## src/rtl/wrag_pkg.sv

```systemverilog
// Shared constants and widths for the wyhash random address generator.
`default_nettype none
package wrag_pkg;

    localparam int unsigned WORD_W = 64;
    localparam int unsigned HALF_W = 32;
    localparam int unsigned PROD_W = 128;
    localparam int unsigned DVD_W  = 32;
    localparam int unsigned LIM_W  = 31;

    localparam logic [WORD_W-1:0] WEYL_INC  = 64'h60be_e2be_e120_fc15;
    localparam logic [WORD_W-1:0] MIX_MUL_A = 64'ha3b1_9535_4a39_b70d;
    localparam logic [WORD_W-1:0] MIX_MUL_B = 64'h1b03_7387_12fa_d5c9;

    localparam logic [LIM_W-1:0]  LIMIT_RESET = 31'd134217728;

endpackage
`default_nettype wire

```

## src/rtl/wrag_rem.sv

```systemverilog
// Restoring remainder unit: one dividend bit per cycle.
`default_nettype none
module wrag_rem (
    input  wire logic                          i_clk,
    input  wire logic                          i_rst_n,
    input  wire logic                          i_start,
    input  wire logic [wrag_pkg::DVD_W-1:0]    i_dividend,
    input  wire logic [wrag_pkg::LIM_W-1:0]    i_divisor,
    output logic                               o_done,
    output logic      [wrag_pkg::LIM_W-1:0]    o_remainder
);

    localparam int unsigned CNT_W = $clog2(wrag_pkg::DVD_W);

    logic                        r_busy, n_busy;
    logic                        r_done, n_done;
    logic [CNT_W-1:0]            r_cnt, n_cnt;
    logic [wrag_pkg::DVD_W-1:0]  r_rem, n_rem;
    logic [wrag_pkg::DVD_W-1:0]  r_dvd, n_dvd;
    logic [wrag_pkg::LIM_W-1:0]  r_div, n_div;
    logic [wrag_pkg::DVD_W-1:0]  trial;
    logic [wrag_pkg::DVD_W-1:0]  div_ext;

    // The partial remainder stays below the divisor, so its top bit is free for the shift.
    assign trial   = {r_rem[wrag_pkg::DVD_W-2:0], r_dvd[wrag_pkg::DVD_W-1]};
    assign div_ext = {1'b0, r_div};

    always_comb begin
        n_busy = r_busy;
        n_done = 1'b0;
        n_cnt  = r_cnt;
        n_rem  = r_rem;
        n_dvd  = r_dvd;
        n_div  = r_div;
        if (i_start) begin
            n_busy = 1'b1;
            n_cnt  = '0;
            n_rem  = '0;
            n_dvd  = i_dividend;
            n_div  = i_divisor;
        end else if (r_busy) begin
            n_dvd = {r_dvd[wrag_pkg::DVD_W-2:0], 1'b0};
            n_rem = (trial >= div_ext) ? (trial - div_ext) : trial;
            n_cnt = r_cnt + CNT_W'(1);
            if (r_cnt == CNT_W'(wrag_pkg::DVD_W - 1)) begin
                n_busy = 1'b0;
                n_done = 1'b1;
            end
        end
    end

    always_ff @(posedge i_clk) begin
        if (!i_rst_n) begin
            r_busy <= 1'b0;
            r_done <= 1'b0;
            r_cnt  <= '0;
        end else begin
            r_busy <= n_busy;
            r_done <= n_done;
            r_cnt  <= n_cnt;
        end
        r_rem <= n_rem;
        r_dvd <= n_dvd;
        r_div <= n_div;
    end

    assign o_done      = r_done;
    assign o_remainder = r_rem[wrag_pkg::LIM_W-1:0];

endmodule
`default_nettype wire

```

## src/rtl/wyhash_random_address_generator.sv

```systemverilog
// Each item advances a wyhash64 generator and returns its 64-bit word and a bounded
// address. An item goes from acceptance to a valid result through two 64x64
// multiply-fold passes on one shared 32x32 multiplier (four partial products, a drain
// step and one fold each), a restoring remainder by the address limit, a registered
// done flag and the step that takes it, and the load of the output register. The
// input is not ready while an item is in work and is ready again the cycle after
// the result is loaded, so only one item is in work at a time. A zero address limit
// skips the remainder and yields address 0. The finished result sits in an output
// register, so the next item can start while it waits; a second finished result
// holds the block until that register frees. A reseed flag in the item reloads the
// state from the seed register first.
// Registers: seed at 0x0 (64 bits), address limit at 0x8 (31 bits).
`default_nettype none
module wyhash_random_address_generator (
    input  wire logic        i_clk,
    input  wire logic        i_rst_n,
    // APB configuration
    input  wire logic        i_psel,
    input  wire logic        i_penable,
    input  wire logic        i_pwrite,
    input  wire logic [3:0]  i_paddr,
    input  wire logic [63:0] i_pwdata,
    output logic      [63:0] o_prdata,
    output logic             o_pready,
    // request stream
    input  wire logic        i_s_axis_tvalid,
    output logic             o_s_axis_tready,
    input  wire logic [7:0]  i_s_axis_tdata,   // [0] reseed, [7:1] zero
    // result stream
    output logic             o_m_axis_tvalid,
    input  wire logic        i_m_axis_tready,
    output logic      [95:0] o_m_axis_tdata    // [30:0] address, [94:31] random_word, [95] 0
);

    localparam logic [3:0] REG_SEED  = 4'h0;
    localparam logic [3:0] REG_LIMIT = 4'h8;

    localparam logic [2:0] ST_IDLE = 3'd0;
    localparam logic [2:0] ST_MUL  = 3'd1;
    localparam logic [2:0] ST_FOLD = 3'd2;
    localparam logic [2:0] ST_REM  = 3'd3;
    localparam logic [2:0] ST_DONE = 3'd4;

    localparam int unsigned HW = wrag_pkg::HALF_W;
    localparam int unsigned WW = wrag_pkg::WORD_W;

    logic [WW-1:0]                 r_seed;
    logic [wrag_pkg::LIM_W-1:0]    r_limit;
    logic [WW-1:0]                 r_state, n_state;
    logic [2:0]                    r_fsm, n_fsm;
    logic [2:0]                    r_step, n_step;
    logic [1:0]                    r_pp_step;
    logic                          r_pass, n_pass;
    logic [WW-1:0]                 r_opa, n_opa;
    logic [WW-1:0]                 r_pp;
    logic [wrag_pkg::PROD_W-1:0]   r_acc, n_acc;
    logic [wrag_pkg::PROD_W-1:0]   pp_shifted;
    logic [WW-1:0]                 r_word, n_word;
    logic [wrag_pkg::LIM_W-1:0]    r_addr, n_addr;
    logic                          r_out_valid, n_out_valid;
    logic [WW-1:0]                 r_out_word, n_out_word;
    logic [wrag_pkg::LIM_W-1:0]    r_out_addr, n_out_addr;
    logic [WW-1:0]                 opb;
    logic [HW-1:0]                 mul_a, mul_b;
    logic [WW-1:0]                 fold;
    logic [WW-1:0]                 start_state;
    logic                          in_accept, cfg_write;
    logic                          rem_start, rem_done;
    logic [wrag_pkg::LIM_W-1:0]    rem_result;

    assign o_pready  = 1'b1;
    assign cfg_write = i_psel & i_penable & i_pwrite;

    always_ff @(posedge i_clk) begin
        if (!i_rst_n) begin
            r_seed  <= '0;
            r_limit <= wrag_pkg::LIMIT_RESET;
        end else if (cfg_write) begin
            if (i_paddr == REG_SEED) begin
                r_seed <= i_pwdata;
            end
            if (i_paddr == REG_LIMIT) begin
                r_limit <= i_pwdata[wrag_pkg::LIM_W-1:0];
            end
        end
    end

    always_comb begin
        unique case (i_paddr)
            REG_SEED:  o_prdata = r_seed;
            REG_LIMIT: o_prdata = {{(64 - wrag_pkg::LIM_W){1'b0}}, r_limit};
            default:   o_prdata = '0;
        endcase
    end

    assign o_s_axis_tready = (r_fsm == ST_IDLE);
    assign in_accept       = i_s_axis_tvalid & o_s_axis_tready;
    assign start_state     = i_s_axis_tdata[0] ? r_seed : r_state;

    // Partial product order: lo*lo, hi*lo, lo*hi, hi*hi.
    assign opb   = r_pass ? wrag_pkg::MIX_MUL_B : wrag_pkg::MIX_MUL_A;
    assign mul_a = r_step[0] ? r_opa[WW-1:HW] : r_opa[HW-1:0];
    assign mul_b = r_step[1] ? opb[WW-1:HW]   : opb[HW-1:0];

    always_ff @(posedge i_clk) begin
        r_pp      <= WW'(mul_a) * WW'(mul_b);
        r_pp_step <= r_step[1:0];
    end

    always_comb begin
        unique case (r_pp_step)
            2'd0:    pp_shifted = {64'd0, r_pp};
            2'd3:    pp_shifted = {r_pp, 64'd0};
            default: pp_shifted = {32'd0, r_pp, 32'd0};
        endcase
    end

    assign fold = r_acc[wrag_pkg::PROD_W-1:WW] ^ r_acc[WW-1:0];

    always_comb begin
        n_state     = r_state;
        n_fsm       = r_fsm;
        n_step      = r_step;
        n_pass      = r_pass;
        n_opa       = r_opa;
        n_acc       = r_acc;
        n_word      = r_word;
        n_addr      = r_addr;
        n_out_valid = r_out_valid;
        n_out_word  = r_out_word;
        n_out_addr  = r_out_addr;
        rem_start   = 1'b0;

        if (r_out_valid && i_m_axis_tready) begin
            n_out_valid = 1'b0;
        end

        unique case (r_fsm)
            ST_IDLE: begin
                if (in_accept) begin
                    n_state = start_state + wrag_pkg::WEYL_INC;
                    n_opa   = start_state + wrag_pkg::WEYL_INC;
                    n_pass  = 1'b0;
                    n_step  = '0;
                    n_acc   = '0;
                    n_fsm   = ST_MUL;
                end
            end
            ST_MUL: begin
                // Step 0 launches the first product; later steps add the previous one.
                if (r_step != 3'd0) begin
                    n_acc = r_acc + pp_shifted;
                end
                n_step = r_step + 3'd1;
                if (r_step == 3'd4) begin
                    n_fsm = ST_FOLD;
                end
            end
            ST_FOLD: begin
                if (!r_pass) begin
                    n_opa  = fold;
                    n_pass = 1'b1;
                    n_step = '0;
                    n_acc  = '0;
                    n_fsm  = ST_MUL;
                end else begin
                    n_word = fold;
                    if (r_limit == '0) begin
                        n_addr = '0;
                        n_fsm  = ST_DONE;
                    end else begin
                        rem_start = 1'b1;
                        n_fsm     = ST_REM;
                    end
                end
            end
            ST_REM: begin
                if (rem_done) begin
                    n_addr = rem_result;
                    n_fsm  = ST_DONE;
                end
            end
            ST_DONE: begin
                // Hold until the output register is free.
                if (!r_out_valid || i_m_axis_tready) begin
                    n_out_valid = 1'b1;
                    n_out_word  = r_word;
                    n_out_addr  = r_addr;
                    n_fsm       = ST_IDLE;
                end
            end
            default: begin
                n_fsm = ST_IDLE;
            end
        endcase
    end

    always_ff @(posedge i_clk) begin
        if (!i_rst_n) begin
            r_state     <= '0;
            r_fsm       <= ST_IDLE;
            r_step      <= '0;
            r_pass      <= 1'b0;
            r_out_valid <= 1'b0;
        end else begin
            r_state     <= n_state;
            r_fsm       <= n_fsm;
            r_step      <= n_step;
            r_pass      <= n_pass;
            r_out_valid <= n_out_valid;
        end
        r_opa      <= n_opa;
        r_acc      <= n_acc;
        r_word     <= n_word;
        r_addr     <= n_addr;
        r_out_word <= n_out_word;
        r_out_addr <= n_out_addr;
    end

    // The remainder unit latches its dividend at the fold edge, before r_word
    // takes the new word, so feed it from n_word.
    wrag_rem u_rem (
        .i_clk       (i_clk),
        .i_rst_n     (i_rst_n),
        .i_start     (rem_start),
        .i_dividend  ({n_word[wrag_pkg::DVD_W-1:3], 3'b000}),
        .i_divisor   (r_limit),
        .o_done      (rem_done),
        .o_remainder (rem_result)
    );

    assign o_m_axis_tvalid = r_out_valid;
    assign o_m_axis_tdata  = {1'b0, r_out_word, r_out_addr};

endmodule
`default_nettype wire
```

## config.mk

```make
export PLATFORM = sky130hd
export DESIGN_NAME = wyhash_random_address_generator
export DESIGN_NICKNAME = d
export VERILOG_FILES = /design/src/rtl/wrag_pkg.sv /design/src/rtl/wrag_rem.sv /design/src/rtl/wyhash_random_address_generator.sv
export SDC_FILE = /design/constraint.sdc
export NUM_CORES = 2
export LEC_CHECK = 0
export BUFFER_PORTS_ARGS = -buffer_cell sky130_fd_sc_hd__buf_2
export CAP_MARGIN = 20
export CORE_ASPECT_RATIO = 1.5
export CORE_MARGIN = 2
export CORE_UTILIZATION = 25
export DETAILED_ROUTE_END_ITERATION = 10
export GPL_ROUTABILITY_DRIVEN = 0
export PLACE_DENSITY = 0.37
export SLEW_MARGIN = 20
export SYNTH_ARGS = -nofsm -noshare
export SYNTH_HDL_FRONTEND = slang
export SYNTH_SLANG_ARGS = --single-unit
```

## constraint.sdc

```tcl
create_clock -name i_clk -period 10.8 [get_ports i_clk]
set_clock_uncertainty 0.1 [all_clocks]
set_input_delay 1.08 -clock i_clk [delete_from_list [all_inputs] [get_ports i_clk]]
set_output_delay 1.08 -clock i_clk [all_outputs]
set_load 0.02 [all_outputs]
```

**Yosys cells after proc, flatten, opt, wreduce, memory -nomap -nowiden**

Cells that the tools add are included.

- Multiply operators: 1
- Div/mod/pow operators: 0
- Magnitude comparators: 1
- Bitwise logic cells: 6
- Shift-type cells: 0
- Add/sub/neg operators: 5
- Equal/unequal tests: 16
- Reduce and logical (&&, ||, !) cells: 25
- Multiplexer cells: 44

Operators by type and width:

| operator | count |
|---|---|
| $mux W128 | 3 |
| $pmux W128 S3 | 1 |
| $mux W64 | 4 |
| $pmux W128 S2 | 1 |
| $pmux W64 S2 | 2 |
| $mux W32 | 6 |
| $add A128 B128 Y128 | 1 |
| $mux W31 | 4 |
| $add A64 B63 Y64 const B | 1 |
| $mul A32 B32 Y64 | 1 |
| $xor A64 B64 Y64 | 1 |
| $pmux W31 S2 | 1 |
| $ge A32 B31 Y1 | 1 |
| $logic_not A31 Y1 | 1 |
| $sub A31 B31 Y31 | 1 |
| $mux W3 | 8 |
| $pmux W3 S5 | 1 |
| $ne A2 B2 Y1 const B | 6 |
| $reduce_and A2 Y1 | 6 |
| $reduce_and A4 Y1 | 3 |
| $mux W1 | 11 |
| $pmux W3 S3 | 1 |
| $eq A3 B2 Y1 const B | 2 |
| $eq A3 B3 Y1 const B | 2 |
| other kinds (21) | 29 |

- Memory bits (read-only): 0
- RAM bits: 0
- Memories: 0
- Word-level logic and storage cells: 120
- Input bits: 83
- Bits in latches: 0
- Output and inout bits: 163
- Register bits after elaboration: 713

**Logic depth before layout (Yosys ltp)**

- Word-level depth: 5
- Depth in mapped cells: 35
- Mapped depth without buffers: 30

**Hierarchy**

A second synthesis with hierarchy kept.

- Cell total of the unflattened synthesis: 7,562
- Area, all modules: 70,103.5 µm²

Modules (own cells, without submodules):

| module | cells an instance | times used | area each (µm²) |
|---|---|---|---|
| wyhash_random_address_generator | 6,996 | 1 | 64,385.5 |
| wrag_rem | 566 | 1 | 5,718.0 |

**Worst setup path after synthesis**

Ideal clock, no wire load.

- Path kind: register -> register
- Start point: register r_step[0]
- End point: register r_pp[61]
- Data arrival time: 9.142 ns
- Cell stages (with the launch flop): 34
- Data required time: 10.575 ns
- Path buffers: 5
- Setup slack: 1.433 ns
- Setup time: 0.125 ns
- Cell sequence: dfxtp_1 clkbuf_1 clkbuf_1 buf_2 buf_2 mux2i_1 clkbuf_1 inv_1 nand2_1 inv_1 fa_1 fa_1 fa_1 inv_1 fa_1 inv_1 fa_1 fa_1 fa_1 inv_1 fa_1 inv_1 ha_1 a21o_1 a221o_1 a211oi_1 nor4_1 a2111oi_0 o21a_1 a21oi_1 or3_1 nand2_1 a31oi_1 xor2_1

- Longest elaborated chain between the ends: 2

Ends and longest elaborated chain:

| item | line | RTL |
|---|---|---|
| start: declaration | wyhash_random_address_generator.sv:51 | `logic [2:0] r_step, n_step;` |
| start signal: assignment | wyhash_random_address_generator.sv:208 | `r_step <= n_step;` |
| $mux W32 | wyhash_random_address_generator.sv:102 | `assign mul_a = r_step[0] ? r_opa[WW-1:HW] : r_opa[HW-1:0];` |
| $mul A32 B32 Y64 | wyhash_random_address_generator.sv:106 | `r_pp <= WW'(mul_a) * WW'(mul_b);` |
| end signal: assignment | wyhash_random_address_generator.sv:106 |  |
| end: declaration | wyhash_random_address_generator.sv:55 | `logic [WW-1:0] r_pp;` |

Every way passes these cells.
A chain may end at the register's enable or synchronous reset.

**Worst setup path in the final report**

- Start point: register r_pass
- End point: register r_pp[61]

- Longest elaborated chain between the ends: 3

Ends and longest elaborated chain:

| item | line | RTL |
|---|---|---|
| start: declaration | wyhash_random_address_generator.sv:53 | `logic r_pass, n_pass;` |
| start signal: assignment | wyhash_random_address_generator.sv:209 | `r_pass <= n_pass;` |
| $mux W64 | wyhash_random_address_generator.sv:101 | `assign opb = r_pass ? wrag_pkg::MIX_MUL_B : wrag_pkg::MIX_MUL_A;` |
| $mux W32 | wyhash_random_address_generator.sv:103 | `assign mul_b = r_step[1] ? opb[WW-1:HW] : opb[HW-1:0];` |
| $mul A32 B32 Y64 | wyhash_random_address_generator.sv:106 |  |

Every way passes these cells.

==> qor.yml <==
worstReg2RegEnd: "r_pp[61]$_DFF_P_"
drv_slew: 0
start_util_pct: 25.2
cts_tree: "built"
tns_ns: 0
fillers: 29400
holdWs_ns: 0.303
postSynthCellCount: 7446
ff2ff_path_depth: 29
critPathSlowestCell: "ha_2"
cts-root-buf: "clkbuf_16"
max_stage_delay_ns: 1.05
worst_pin_slew_ns: 1.11
stdcell_area_um2: 77900
wl_per_cell_um: 26.6
min_from: "r_word[37]$_DFFE_PP_"
async_flop_share_pct: 0
maxSlewHeadroom_pct: 25.4
r2r_setup_slack_ns: 0.99
arrival_ns: 10.31
hold_buffers: 0
post_cts_buffers: 0
crit_path_end_kind: "flip-flop"
port_buffers: 236
synth.distinct_cells: 115
finalSetupViolCount: 0
rows: 236
max_freq_mhz: 102
drc: 0
syn-num-nets: 8815
drtIter0Drc: 3885
dp_hpwl_um: 253000
maxCapViolations: 0
rr_startpoint: "r_pass$_SDFFE_PN0P_"
syn_avg_cell_area_um2: 9.31
cts_buffers: 90
core_um2: 275000
period_minus_slack_ns: 9.81
cts_buffer_depth: 3
cts_resized: 0
routed_wl_um: 302000
cts_sinks: 713
clkLatencyLatePin_ns: 0.74
nets: 8922
grt_setup_unrepaired: "no"
endpoint: "r_pp[61]$_DFF_P_"
crit_path_start: "r_pass$_SDFFE_PN0P_"
grt_use_total_pct: 21.2
cts.clk_slew.worst_paths_ns: 0.06
cp.required_ns: 11.31
outcome: "finished, final reports clean"
dr.pass1.iters: 6
grt_pass1_vias: 57400
syn_to_final_growth_pct: 12.4
utilization_pct: 28.3
die_w_um: 434
dpl-instance-area_um2: 74900
cts_max_level: 3
synth_ff_type: "edfxtp_1"
synth_warnings: 0
ioPinCount: 246
holdCritPathClass: "reg -> reg"
crit_path_max_fanout: 34
grt_pass1_wl_um: 425000
grt_max_degree: 95
hold_viol: 0
fp.dieArea_um2: 282000
yosysSeqAreaShare_pct: 26.6
synth_edf_count: 413
vias: 55000
cp_common_cell: "fa_1"
min_period_over_period_pct: 90.8
worstSetupStartpointType: "flip-flop"
dieHeight_um: 649
ant_nets: 0
ys_ff_latch: 713
path_class: "reg -> reg"
gr-total-overflow: 0
drive_gt1_share_pct: 8.65
syn_area_um2: 69300
antenna_found_initial: 15
via_per_inst: 4.85
cells in the mapped netlist (161+ instances only):
cell type | number | area, um2
a21oi_1 | 521 | 2610
fa_1 | 746 | 14900
and2_1 | 200 | 1250
xor2_1 | 180 | 1580
nand2_1 | 725 | 2720
ha_1 | 540 | 6760
a21o_1 | 161 | 1210
clkbuf_1 | 293 | 1100
o21ai_0 | 320 | 1600
xnor2_1 | 220 | 1930
dfxtp_1 | 300 | 6010
nor2_1 | 586 | 2200
inv_1 | 968 | 3630
edfxtp_1 | 413 | 12400
sequential cells by signal, summed over array words and instances (netlist names), 29 cells and up:
register     flops
u_rem.r_rem     31
r_pp            64
u_rem.r_dvd     29
r_out_word      64
r_state         64
r_addr          31
u_rem.r_div     31
r_out_addr      31
r_seed          64
r_word          64
r_limit         31
r_acc          128
r_opa           64
per-stage QoR:
stage | cells | setup slack (ns)
final | 11300 | 0.992
after global routing | 11300 | 0.670
after CTS | 11300 | 0.978
after detailed placement | 11200 | 1.07
after global placement | 11200 | 0.981
after floorplan | 7446 | 1.43
worst max-delay path, delay by kind of cell (launching register included):
kind / cells / cell delay [ns]
buf+inv: 7 / 1.33
fa+ha+maj: 10 / 5.34
flops: 1 / 0.33
compound gates: 7 / 1.55
xor+xnor: 1 / 0.16
simple gates: 4 / 0.85
cell families (layout without fill, tap and decap cells):
| group | count (synthesis) | in the layout | synth area share [%] |
|---|---|---|---|
| adder cells (fa/ha/maj) | 1286 | 1286 | 31.3 |
| multiplexers | 142 | 142 | 2.10 |
| other | 2 | 9 | 0.0108 |
| AND/OR/NAND/NOR | 2104 | 2104 | 14.2 |
| buffers and inverters | 1332 | 1516 | 7.42 |
| AO/OA/AOI/OAI | 1467 | 1467 | 13.3 |
| XOR/XNOR | 400 | 400 | 5.05 |
| flip-flops | 713 | 713 | 26.6 |
how the worst min path moves through the flow:
stage / cells past startpoint / to / slack, ns
6_report: 0 / r_out_word[37]$_DFFE_PP_ / 0.30
5_1_grt: 0 / r_out_word[37]$_DFFE_PP_ / 0.32
4_1_cts: 0 / r_out_word[37]$_DFFE_PP_ / 0.30
3_3_place_gp: 0 / r_out_addr[7]$_DFFE_PP_ / 0.30
2_1_floorplan: 0 / r_pp_step[0]$_DFF_P_ / 0.25
3_5_place_dp: 0 / r_out_addr[17]$_DFFE_PP_ / 0.30
per-layer routing:
layer / wire length, um / global-route usage (%)
met1: 114000 / 24.0
met2: 154000 / 37.7
met3: 10300 / 1.85
met4: 23900 / 13.7
met5: 0 / 0
final cells by class:
type                       instances  area (um2)  share of cell area, %
sequential                       713       18400                   23.6
clock inverter                    50         558                  0.716
antenna                            7        17.5                 0.0225
tap                             3689        4620                   5.92
clock buffer                     119        2470                   3.18
inverter                         981        3690                   4.73
multi-input combinational       5401       46000                   59.0
timing repair buffer             366        2210                   2.84
placed cells by master, fill, tap and decap left out, types with 60 or more instances in the layout:
| master | n |
|---|---|
| a21o_1 | 161 |
| a21oi_1 | 521 |
| a22o_1 | 62 |
| and2_1 | 198 |
| and3_1 | 65 |
| buf_2 | 235 |
| buf_4 | 126 |
| clkbuf_16 | 93 |
| dfxtp_1 | 296 |
| edfxtp_1 | 413 |
| fa_1 | 746 |
| ha_1 | 536 |
| inv_1 | 967 |
| mux2i_1 | 112 |
| nand2_1 | 723 |
| nand3_1 | 62 |
| nand4_1 | 95 |
| nor2_1 | 585 |
| nor2b_1 | 61 |
| nor3_1 | 103 |
| o21ai_0 | 318 |
| o21bai_1 | 60 |
| xnor2_1 | 216 |
| xor2_1 | 179 |
Power is left out: the tool's default activity adds up to more than one toggle a clock period on the data nets, which glitch-free logic cannot reach.
